File: config.mk
export PLATFORM = sky130hd
export DESIGN_NAME = ctrm_queue
export DESIGN_NICKNAME = d
export VERILOG_FILES = /design/src/rtl/core/ctrm_pkg.sv /design/src/rtl/core/ctrm_queue.sv
export SDC_FILE = /design/constraint.sdc
export NUM_CORES = 1
export LEC_CHECK = 0
export ABC_AREA = 1
export BUFFER_PORTS_ARGS = -buffer_cell sky130_fd_sc_hd__buf_4
export CAP_MARGIN = 30
export CELL_PAD_IN_SITES_DETAIL_PLACEMENT = 1
export CELL_PAD_IN_SITES_GLOBAL_PLACEMENT = 1
export CORE_AREA = 2 2 449 451
export CTS_CLUSTER_DIAMETER = 80
export DETAILED_ROUTE_END_ITERATION = 7
export DIE_AREA = 0 0 451 453
export GPL_ROUTABILITY_DRIVEN = 0
export HOLD_SLACK_MARGIN = 0.06
export PLACE_DENSITY = 0.49
export SLEW_MARGIN = 20
export SYNTH_ARGS = -nofsm -noshare
export SYNTH_HDL_FRONTEND = slang
export SYNTH_SLANG_ARGS = --single-unit
File: constraint.sdc
create_clock -name i_clk -period 70.6 [get_ports i_clk]
set_input_delay 17.65 -clock i_clk [delete_from_list [all_inputs] [get_ports i_clk]]
set_output_delay 17.65 -clock i_clk [all_outputs]
set_load 0.02 [all_outputs]
File: src/rtl/core/ctrm_pkg.sv
package ctrm_pkg;

    localparam logic [1:0] CMD_ENTRY = 2'd0;
    localparam logic [1:0] CMD_EXIT  = 2'd1;
    localparam logic [1:0] CMD_CLEAR = 2'd2;
    localparam logic [1:0] CMD_READ  = 2'd3;

    localparam logic CFG_TRACE_EN   = 1'b0;
    localparam logic CFG_PID_FILTER = 1'b1;

    typedef enum logic [2:0] {
        OP_NOP,
        OP_ENTRY,
        OP_EXIT,
        OP_CLEAR,
        OP_READ
    } t_op;

    typedef struct packed {
        t_op                op;
        logic [31:0]        proc;
        logic [9:0]         call;
        logic [5:0][63:0]   args;
        logic signed [63:0] ret;
        logic [63:0]        stamp;
        logic [9:0]         idx;
    } t_item;

    typedef struct packed {
        logic [31:0]        proc;
        logic [9:0]         call;
        logic [5:0][63:0]   args;
        logic signed [63:0] ret;
        logic               done;
        logic [63:0]        stamp;
    } t_result;

    typedef struct packed {
        logic  valid;
        t_item item;
    } t_push;

endpackage

File: src/rtl/core/ctrm_queue.sv
module ctrm_queue
    import ctrm_pkg::*;
(
    input  logic  i_clk,
    input  logic  i_rst_n,
    input  t_push i_push,
    output logic  o_full,
    output logic  o_valid,
    input  logic  i_pop,
    output t_item o_item
);

    t_item       r_mem [2];
    logic        r_rp;
    logic        r_wp;
    logic [1:0]  r_cnt;

    assign o_full  = (r_cnt == 2'd2);
    assign o_valid = (r_cnt != 2'd0);
    assign o_item  = r_mem[r_rp];

    always_ff @(posedge i_clk) begin
        if (i_push.valid) begin
            r_mem[r_wp] <= i_push.item;
        end
    end

    always_ff @(posedge i_clk) begin
        if (!i_rst_n) begin
            r_rp  <= 1'b0;
            r_wp  <= 1'b0;
            r_cnt <= 2'd0;
        end else begin
            if (i_push.valid) begin
                r_wp <= !r_wp;
            end
            if (i_pop) begin
                r_rp <= !r_rp;
            end
            r_cnt <= r_cnt + 2'(i_push.valid) - 2'(i_pop);
        end
    end

endmodule

## After elaboration in Yosys (flattened, before gate mapping)

Memories as Yosys holds them, arrays and structs flattened. A register that Yosys moved wholly into a read port is not among the register bits.
Index checks and enable logic that the tools add are counted.

| word-level totals | value |
|---|---|
| bits in registers | 4 |
| memory bits (writable) | 1,134 |
| input port bits | 571 |
| output and inout port bits | 569 |
| memories kept | 1 |

| cells by class | value |
|---|---|
| $add $sub $neg | 2 |
| eq/ne operators | 1 |
| multiplexer cells | 4 |
| reductions and logical operators | 3 |

Memories:

| name | words | bits a word | rd ports | clocked after memory_dff | wr ports | line | source |
|---|---|---|---|---|---|---|---|
| r_mem | 2 | 567 | 1 | 1 | 1 | ctrm_queue.sv:13 | `t_item r_mem [2];` |

Operators with widths:

| cell | count |
|---|---|
| 1-bit two-way mux | 4 |
| 2-bit by 1-bit adder with 2-bit output | 1 |
| 2-bit == test, second input constant | 1 |
| 1-bit logical NOT | 2 |
| 2-bit nonzero test | 1 |
| 2-bit by 1-bit subtractor with 2-bit output | 1 |

## Logic depth before layout (Yosys ltp)

| depth | value |
|---|---|
| depth in word-level cells | 3 |
| mapped depth | 7 |

## Worst setup path after synthesis

Ideal clock, no wire load.

| timing | value |
|---|---|
| path type | in2reg |
| start | input i_push[567] in the netlist's numbering |
| end | memory r_mem[0][0] in the netlist's numbering (enable) |
| setup time | 1.528 ns |
| arrival time | 41.357 ns |
| data required time | 69.072 ns |
| setup slack | 27.715 ns |
| stages | 2 |
| path buffers | 0 |
| path through | inv_1 -> nor2_1 |

| on the way | value |
|---|---|
| word-level cells in the longest chain between the ends | 2 |

RTL lines:

| element | line | source |
|---|---|---|
| from (decl) | ctrm_queue.sv:6 | `input t_push i_push,` |
| 1-bit two-way mux | ctrm_queue.sv:23 | `if (i_push.valid) begin` |
| 1-bit two-way mux (not written as such) | ctrm_queue.sv:24 | `r_mem[r_wp] <= i_push.item;` |
| to (decl) | ctrm_queue.sv:13 |  |

No other way between the ends.

==> reports/results.tsv <==
metric	value	unit
final_common_cell	buf_4	
rows	164	
core-area	199000	µm²
cap_violations	0	
ys_seq_area_share	82.5	%
fillers	20752	
hold_violations	0	
final_nets	3613	
hp-class	register to register	
ant_nets	0	
crit_required	52.95	ns
start_kind	register	
drt-pass1-iter-count	5	
io_pins	1140	
cellLeakagePower	20.6	nW
drtIter0Drc	1042	
ys_ff_latch	1139	
grt_pass1_vias	23525	
synth_top_area_share	82.3	%
avgRoutedWirePerCell	23.5	µm
htreeDepth	4	
status	complete, no violations	
area_delta_synth_final	37.9	%
p_sw	0.000400	W
multi_input_area	6490	µm²
crit_path_max_fanout	130	
routed.top_layer	met5	
wl_met3	10800	µm
layout.area.seq	34200	µm²
synth_area_leaders	edfxtp_1 (82%), mux2_2 (15%), buf_6 (1.4%)	
synth_fp_nets	2370	
post_cts_buffers	0	
power.internal	0.00125	W
grt_max_degree	136	
period_share	31.2	%
synthCells	1797	
power.total	0.00165	W
ys_types	12	
cts_tree	built	
fin_cells	5796	
clock_latency	0.78	ns
portBuffers	1139	
place_inst	5556	
timing.slew.headroom	34.1	%
maxSlewViolCount	0	
worst_slew_pin_slew	0.989	ns
fp.dieH	453	µm
timing.final.ws_setup	48.60	ns
drc_errors	0	
vias_per_cell	3.77	
rsz0062_at_grt	false	
antenna_found_initial	13	
clk_pin_slew	0.06	ns
cp_data_arrival_time	4.35	ns
dp_hpwl	100000	µm
die_w	451	µm
ys.warnings.count	0	
vdd_drop_max	0.0219	mV
clock_path_buffers	3	
p_clk_share	39.7	%
drt_wl_total	136000	µm
worst_setup_path_end_kind	output port	
clock_skew	0.0324	ns
drive_gt1_share	60.8	%
initial_core_util	20.8	%
final-setup-viol-count	0	
p_sw_share	24.3	%
finalCriticalPeriod	22.00	ns
holdBufCountCts	0	
cts_resized	0	
synthesis.area	41400	µm²
seqPwrFrac	48.2	%
met2_wirelength	69700	µm
clockRootBuffer	clkbuf_16	
final_cell_mix	buf_4 (1160), edfxtp_1 (1134), mux2_2 (567)	
dpl_worst_slack	47.60	ns
tns	0	ns
syn_avg_cell_area	23.0	µm²
grt_pass1_wl	186000	µm
power_density	28.9	nW/µm²
design.die.area	204000	µm²
via_count	21856	
fmax	0.0455	GHz
gr-usage-all-layers	12.8	%
rrSetupSlack	65.51	ns
cts.sinks	1139	
yosys.area.top_type	edfxtp_1	
crit_type	register to output port	
comb_power_share	12.1	%
numCtsBuffers	136	
grt_overflow	0	
m1WireLength	52800	µm
## state kept, by name (all words and copies together) (netlist names), named ones only
signal and count:
r_rp 1, r_cnt 2, r_mem 1134, r_wp 1
## routing by layer
metal / vias to the layer above / GRT usage [%]
li1: 9685 / -
met1: 11284 / 14.6
met2: 703 / 22.4
met3: 178 / 4.90
met4: 6 / 3.57
met5: - / 0
## final cells by class
cell class                      count  share of cell area (%)
Antenna cell                        2                 0.00877
Clock buffer                      175                    6.37
Clock inverter                     61                   0.886
Inverter                            7                  0.0592
Multi-Input combinational cell    588                    11.4
Sequential cell                  1139                    59.9
Tap cell                         2656                    5.82
Timing Repair Buffer             1168                    15.6
## kinds of logic after synthesis
family | Yosys count | synth area share [%]
AO/OA/AOI/OAI | 1 | 0.0121
adder cells (fa/ha/maj) | 2 | 0.0605
buffers and inverters | 70 | 1.79
flip-flops | 1139 | 82.5
multiplexers | 567 | 15.4
AND/OR/NAND/NOR | 18 | 0.166
## stage by stage
| stage | utilization, % | cell area, µm² | hold slack (ns) |
|---|---|---|---|
| global route | 28.6 | 57100 | 0.559 |
| finish | 28.6 | 57100 | 0.513 |
| global placement | 26.5 | 52800 | 0.471 |
| floorplan | - | 41400 | 0.463 |
| CTS | 28.6 | 57000 | 0.519 |
| detailed placement | 26.5 | 52900 | 0.503 |
## synth_stat cells (all sizes together)
library cell	instances
a21oi	1
dfxtp	5
nand3	1
nor2	8
edfxtp	1134
inv	7
buf	53
mux2	567
clkbuf	10
ha	2
nand2	9
## power by group through the flow
| stage | logic [W] | clock network (W) | registers, W |
|---|---|---|---|
| finish | 0.000199 | 0.000655 | 0.000794 |
| global route | 0.000211 | 0.000704 | 0.000797 |
| CTS | 0.000204 | 0.000680 | 0.000794 |
| detailed placement | 0.000203 | 0 | 0.000808 |
| global placement | 0.000201 | 0 | 0.000807 |
| floorplan | 0.0000996 | 0 | 0.000830 |
## final timing paths
| path | startpoint | endpoint | cells after the start |
|---|---|---|---|
| setup / recovery | register | o_item[548] | 5 |
| hold / removal | r_rp$_SDFFE_PN0P_ | r_rp$_SDFFE_PN0P_ | 2 |
| setup reg to reg | r_wp$_SDFFE_PN0P_ | r_mem[0][465]$_DFFE_PP_ | 7 |
| hold reg to reg | r_rp$_SDFFE_PN0P_ | r_rp$_SDFFE_PN0P_ | 2 |
## critical path, cell delays in order, from the launching register on
cell and delay, ns:
dfxtp_4 0.85, buf_12 0.58, buf_4 0.42, buf_4 0.73
mux2_2 0.45, buf_4 0.17
Note: power is estimated with default switching activity, not from simulation.
