`src/rtl/core/ctrm_pkg.sv`:
```
package ctrm_pkg;

    localparam logic [1:0] CMD_ENTRY = 2'd0;
    localparam logic [1:0] CMD_EXIT  = 2'd1;
    localparam logic [1:0] CMD_CLEAR = 2'd2;
    localparam logic [1:0] CMD_READ  = 2'd3;

    localparam logic CFG_TRACE_EN   = 1'b0;
    localparam logic CFG_PID_FILTER = 1'b1;

    typedef enum logic [2:0] {
        OP_NOP,
        OP_ENTRY,
        OP_EXIT,
        OP_CLEAR,
        OP_READ
    } t_op;

    typedef struct packed {
        t_op                op;
        logic [31:0]        proc;
        logic [9:0]         call;
        logic [5:0][63:0]   args;
        logic signed [63:0] ret;
        logic [63:0]        stamp;
        logic [9:0]         idx;
    } t_item;

    typedef struct packed {
        logic [31:0]        proc;
        logic [9:0]         call;
        logic [5:0][63:0]   args;
        logic signed [63:0] ret;
        logic               done;
        logic [63:0]        stamp;
    } t_result;

    typedef struct packed {
        logic  valid;
        t_item item;
    } t_push;

endpackage

```
`src/rtl/core/ctrm_front.sv`:
```
module ctrm_front
    import ctrm_pkg::*;
(
    input  logic               i_clk,
    input  logic               i_rst_n,
    input  logic               i_cfg_we,
    input  logic               i_cfg_index,
    input  logic [31:0]        i_cfg_data,
    input  logic               i_in_valid,
    output logic               o_in_ready,
    input  logic [1:0]         i_cmd,
    input  logic [31:0]        i_proc_id,
    input  logic [9:0]         i_call_number,
    input  logic [5:0][63:0]   i_args,
    input  logic signed [63:0] i_return_value,
    input  logic [63:0]        i_stamp,
    input  logic [9:0]         i_slot_index,
    input  logic               i_q_full,
    output t_push              o_push
);

    logic        r_trace_en;
    logic [31:0] r_pid_filter;
    logic        pass;

    always_ff @(posedge i_clk) begin
        if (!i_rst_n) begin
            r_trace_en   <= 1'b0;
            r_pid_filter <= '0;
        end else if (i_cfg_we) begin
            case (i_cfg_index)
                CFG_TRACE_EN:   r_trace_en   <= i_cfg_data[0];
                CFG_PID_FILTER: r_pid_filter <= i_cfg_data;
                default: ;
            endcase
        end
    end

    assign pass       = (r_pid_filter == 32'd0) || (i_proc_id == r_pid_filter);
    assign o_in_ready = !i_q_full;

    always_comb begin
        o_push.valid      = i_in_valid && !i_q_full;
        o_push.item.proc  = i_proc_id;
        o_push.item.call  = i_call_number;
        o_push.item.args  = i_args;
        o_push.item.ret   = i_return_value;
        o_push.item.stamp = i_stamp;
        o_push.item.idx   = i_slot_index;
        case (i_cmd)
            CMD_ENTRY: o_push.item.op = (r_trace_en && pass) ? OP_ENTRY : OP_NOP;
            CMD_EXIT:  o_push.item.op = r_trace_en ? OP_EXIT : OP_NOP;
            CMD_CLEAR: o_push.item.op = OP_CLEAR;
            CMD_READ:  o_push.item.op = OP_READ;
            default:   o_push.item.op = OP_NOP;
        endcase
    end

endmodule

```
`config.mk`:
```
export PLATFORM = sky130hd
export DESIGN_NAME = ctrm_front
export DESIGN_NICKNAME = d
export VERILOG_FILES = /design/src/rtl/core/ctrm_pkg.sv /design/src/rtl/core/ctrm_front.sv
export SDC_FILE = /design/constraint.sdc
export NUM_CORES = 1
export LEC_CHECK = 0
export BUFFER_PORTS_ARGS = -buffer_cell sky130_fd_sc_hd__buf_2
export CAP_MARGIN = 40
export CELL_PAD_IN_SITES_DETAIL_PLACEMENT = 0
export CELL_PAD_IN_SITES_GLOBAL_PLACEMENT = 1
export CORE_AREA = 10 10 445 447
export CTS_CLUSTER_DIAMETER = 100
export DETAILED_ROUTE_END_ITERATION = 10
export DIE_AREA = 0 0 455 457
export PLACE_DENSITY_LB_ADDON = 0.05
export SYNTH_ARGS = -nofsm -noshare
export SYNTH_HDL_FRONTEND = slang
export SYNTH_SLANG_ARGS = --single-unit
```
`constraint.sdc`:
```
create_clock -name i_clk -period 1.15 [get_ports i_clk]
set_input_delay 0.1725 -clock i_clk [delete_from_list [all_inputs] [get_ports i_clk]]
set_output_delay 0.1725 -clock i_clk [all_outputs]
set_load 0.02 [all_outputs]
```
## Word-level counts from Yosys, hierarchy flattened

Index checks and enable logic that the tools add are counted.

- Bits of input ports: 604
- Memories kept: 0
- Bits in registers: 33
- Latch bits: 0
- Bits in read-only memories: 0
- Bits in writable memories: 0
- Output and inout port bits: 569

- Equal/unequal tests: 4
- $add $sub $neg: 0
- Reductions and logical operators: 8
- Bitwise gates (word level): 1
- Div/mod/pow operators: 0
- Multiplexer cells: 3
- $lt $le $gt $ge: 0
- Shifts and indexed selects: 0
- $mul: 0

Operators with widths:

| kind | count |
|---|---|
| 32-bit == test | 1 |
| 32-bit zero test | 1 |
| 3-bit one-hot mux with 4 select lines | 1 |
| 2-bit == test, second input constant | 2 |
| 2-bit AND reduction | 2 |
| 2-bit by 1-bit == test with 1-bit output, second input constant | 1 |
| 1-bit logical AND | 2 |
| 2-bit zero test | 1 |
| 2-bit 2-to-1 mux | 1 |
| 1-bit zero test | 1 |
| 1-bit logical OR | 1 |
| 1-bit 2-to-1 mux | 1 |
| 1-bit inverter | 1 |

## Longest topological paths before layout

- Depth in word-level cells: 5
- Depth in mapped cells: 5
- Depth with buffers taken out: 5

## Worst setup path after synthesis

No wires, ideal clock.

- Kind: reg2out
- Start point: reg r_pid_filter[18]
- End point: out o_push[564] (netlist bit)
- Buffers on the path: 0
- Arrival: 1.417 ns
- Stages on the path, launching flop included: 6
- Path slack: -0.439 ns
- Required time: 0.978 ns
- Cells stage by stage: dfxtp_1 > xnor2_1 > nand4_1 > nor4_1 > a211oi_1 > nor3_1

RTL lines:

| what | RTL line | source |
|---|---|---|
| from (decl) | ctrm_front.sv:23 | `logic [31:0] r_pid_filter;` |
| from (signal assigned) | ctrm_front.sv:33 | `CFG_PID_FILTER: r_pid_filter <= i_cfg_data;` |
| to (decl) | ctrm_front.sv:19 | `output t_push o_push` |

==> flow_metrics.env <==
export IMPL_status="finished with violations"
export IMPL_violations="setup timing"
export IMPL_grt_usage=0.0364
export IMPL_min_period_ps=2180
export IMPL_max_vdd_ir_drop_mv=0.577
export IMPL_io_buffers=108
export IMPL_place_ws_ps=-1290
export IMPL_insertion_delay_ps=320
export IMPL_dr_total_vias=2938
export IMPL_leakagePower_nw=1.48
export IMPL_required_ps=980
export IMPL_syn_nets=1373
export IMPL_cts_path_max_buffers=2
export IMPL_syn_area_sq_um=5900
export IMPL_worst_path_max_delay_cell="dfxtp_2"
export IMPL_antenna_found_initial=17
export IMPL_crit_chain="xnor2_1, buf_4, nand4_1, buf_4, nor4_4, buf_4, a211oi_2, nor3_2, buf_6"
export IMPL_finalNetCount=987
export IMPL_synth_adder_area_share=0
export IMPL_cts_hold_buf=0
export IMPL_die_area_sq_um=208000
export IMPL_arrival_ps=2000
export IMPL_drive_above_1_share=0.578
export IMPL_tightest_slew_ps=331
export IMPL_start_util=0.0312
export IMPL_grt_overflow_total=0
export IMPL_slew_viol_final=0
export IMPL_grt_pass1_vias=3449
export IMPL_cts_clk_slew_worst_paths_ps=80
export IMPL_endpoint_kind="output port"
export IMPL_final_cell_mix="buf_2, nand2_1, buf_4"
export IMPL_vias_per_cell=1.01
export IMPL_coreArea_sq_um=189000
export IMPL_root_buffer="clkbuf_16"
export IMPL_p_int_mw=2.55
export IMPL_area_growth_pct=6.70
export IMPL_syn_area_per_cell_sq_um=7.68
export IMPL_p_seq_frac=0.313
export IMPL_yosysUniqueCellTypes=16
export IMPL_htreeDepth=2
export IMPL_cts_buffers=5
export IMPL_crit_path_max_fanout=2
export IMPL_ys_seq_elements=33
export IMPL_p_sw_mw=1.45
export IMPL_die_y_microns=457
export IMPL_synth_xor_area_share=0.0475
export IMPL_dr_pass1_iters=3
export IMPL_cpLargestDelayFamily="buffers and inverters"
export IMPL_synth_simple_area_share=0.0706
export IMPL_ys_seq_area_frac=0.112
export IMPL_p_per_area_nw_per_um2=635
export IMPL_slowest_delay_ps=330
export IMPL_synth_mux_area_frac=0.00339
export IMPL_p_clk_frac=0.397
export IMPL_rsz0062_at_grt="true"
export IMPL_netSwitchingFraction=0.362
export IMPL_place_inst=2887
export IMPL_total_power_mw=4.00
export IMPL_synth_warnings=0
export IMPL_final_common_cell="buf_2"
export IMPL_cts_tree="done"
export IMPL_cp_buffers_inverters=4
export IMPL_drtAntennaViolNets=0
export IMPL_min_path_type="primary input to register"
export IMPL_cts_sinks=33
export IMPL_fp_dieW_microns=455
export IMPL_hold_violations=0
export IMPL_worst_setup_path_type="register to output port"
export IMPL_fmax_mhz=459
export IMPL_place_gp_congestion=0.533
export IMPL_wl_per_cell_microns=13.7
export IMPL_grt_pass1_wl_microns=46200
export IMPL_max_slew_margin_rel=0.778
export IMPL_start_kind="register"
export IMPL_fin_crit_sh=1.89
export IMPL_routed_wl_microns=39800
export IMPL_crit_path_frequent_cell="buf_4"
export IMPL_synth_compound_area_frac=0.0420
export IMPL_whs_ps=83.5
export IMPL_hpwl_microns=35300
export IMPL_setup_viol=2
export IMPL_io_pins=1173
export IMPL_max_cap_violations=0
export IMPL_fin_skew_ps=0
export IMPL_fin_ws_ps=-1030
export IMPL_rows=160
export IMPL_grt_max_degree=34
export IMPL_syn_inst=769
export IMPL_post_route_drc_count=0
export IMPL_synth_top_family_by_area="buffers and inverters"
export IMPL_instances_no_fill=2898
export IMPL_first_iter_violations=69
export IMPL_combPwrFrac=0.291
## routing by layer
layer,wire (microns),up-vias,GRT usage
met1,8000,1202,0.0210
met2,21800,411,0.0702
met4,3320,8,0.0304
li1,-,1050,-
met3,6650,267,0.0257
met5,53,-,0
## sequential cells by signal (all words and copies together) (netlist names)
| register | count |
|---|---|
| r_trace_en | 1 |
| r_pid_filter | 32 |
## area by class of cell
type | instances | area, sq um
fill | 22600 | 183000
inverter | 1 | 3.75
multi-input combinational | 161 | 1140
clock buffer | 8 | 136
tap | 2511 | 3140
timing repair buffer | 181 | 1180
antenna | 3 | 7.51
sequential | 33 | 686
## metrics by stage
stage	util	instance area, sq um	TNS (ps)
after detailed placement	0.0315	5960	-1690
after floorplan	-	5930	-280
after global routing	0.0333	6290	-1500
after global placement	0.0315	5960	-1920
final	0.0333	6300	-1200
after CTS	0.0332	6290	-1430
## power by group through the flow
stage                     Sequential (mW)  Combinational (mW)  Clock (mW)
after floorplan                      1.26                3.12           0
after global placement               1.28                1.24           0
after detailed placement             1.28                1.22           0
after CTS                            1.26                1.30        1.81
after global routing                 1.26                1.32        1.76
final                                1.25                1.16        1.59
## synth_stat cells
master / n / area, sq um
nor2b_1: 3 / 18.8
a211oi_1: 1 / 7.51
buf_2: 3 / 15.0
nor4_1: 10 / 62.6
nand2_1: 66 / 248
xnor2_1: 32 / 280
inv_1: 1 / 3.75
nor3_1: 1 / 5.00
dfxtp_1: 33 / 661
buf_4: 564 / 4230
a21boi_0: 32 / 240
clkbuf_1: 7 / 26.3
nor2_1: 2 / 7.51
mux2i_1: 2 / 20.0
and2_1: 2 / 12.5
nand4_1: 10 / 62.6
## final timing paths
kind / from / end / slack [ps] / cells after the start
setup / recovery: r_pid_filter[14]$_SDFFE_PN0P_ / o_push[564] / -1030 / 9
hold / removal: i_cfg_data[14] / r_pid_filter[14]$_SDFFE_PN0P_ / 80 / 3
setup reg to reg: r_pid_filter[12]$_SDFFE_PN0P_ / r_pid_filter[12]$_SDFFE_PN0P_ / 340 / 3
hold reg to reg: r_pid_filter[4]$_SDFFE_PN0P_ / r_pid_filter[4]$_SDFFE_PN0P_ / 490 / 2
## cell families (layout without fill, tap and decap cells)
| group | count (synthesis) | count (layout) |
|---|---|---|
| AOI/OAI and AO/OA | 33 | 33 |
| xor gates and xnor gates | 32 | 32 |
| buffers and inverters | 575 | 190 |
| DFF | 33 | 33 |
| muxes | 2 | 2 |
| other | 0 | 3 |
| and+or+nand+nor | 94 | 94 |
## repair_timing
action	CTS	global route
setup buffers	0	0
endpoints found under the setup margin	2	3
gates resized for setup	33	2
pin swaps	6	0
## worst min-delay path: cells and delay by family
| family | cells | cell delay (ps) |
|---|---|---|
| buffers and inverters | 1 | 100 |
| AO/OA/AOI/OAI | 1 | 60 |
| AND/OR/NAND/NOR | 1 | 40 |
(Power assumes the default switching activity.)
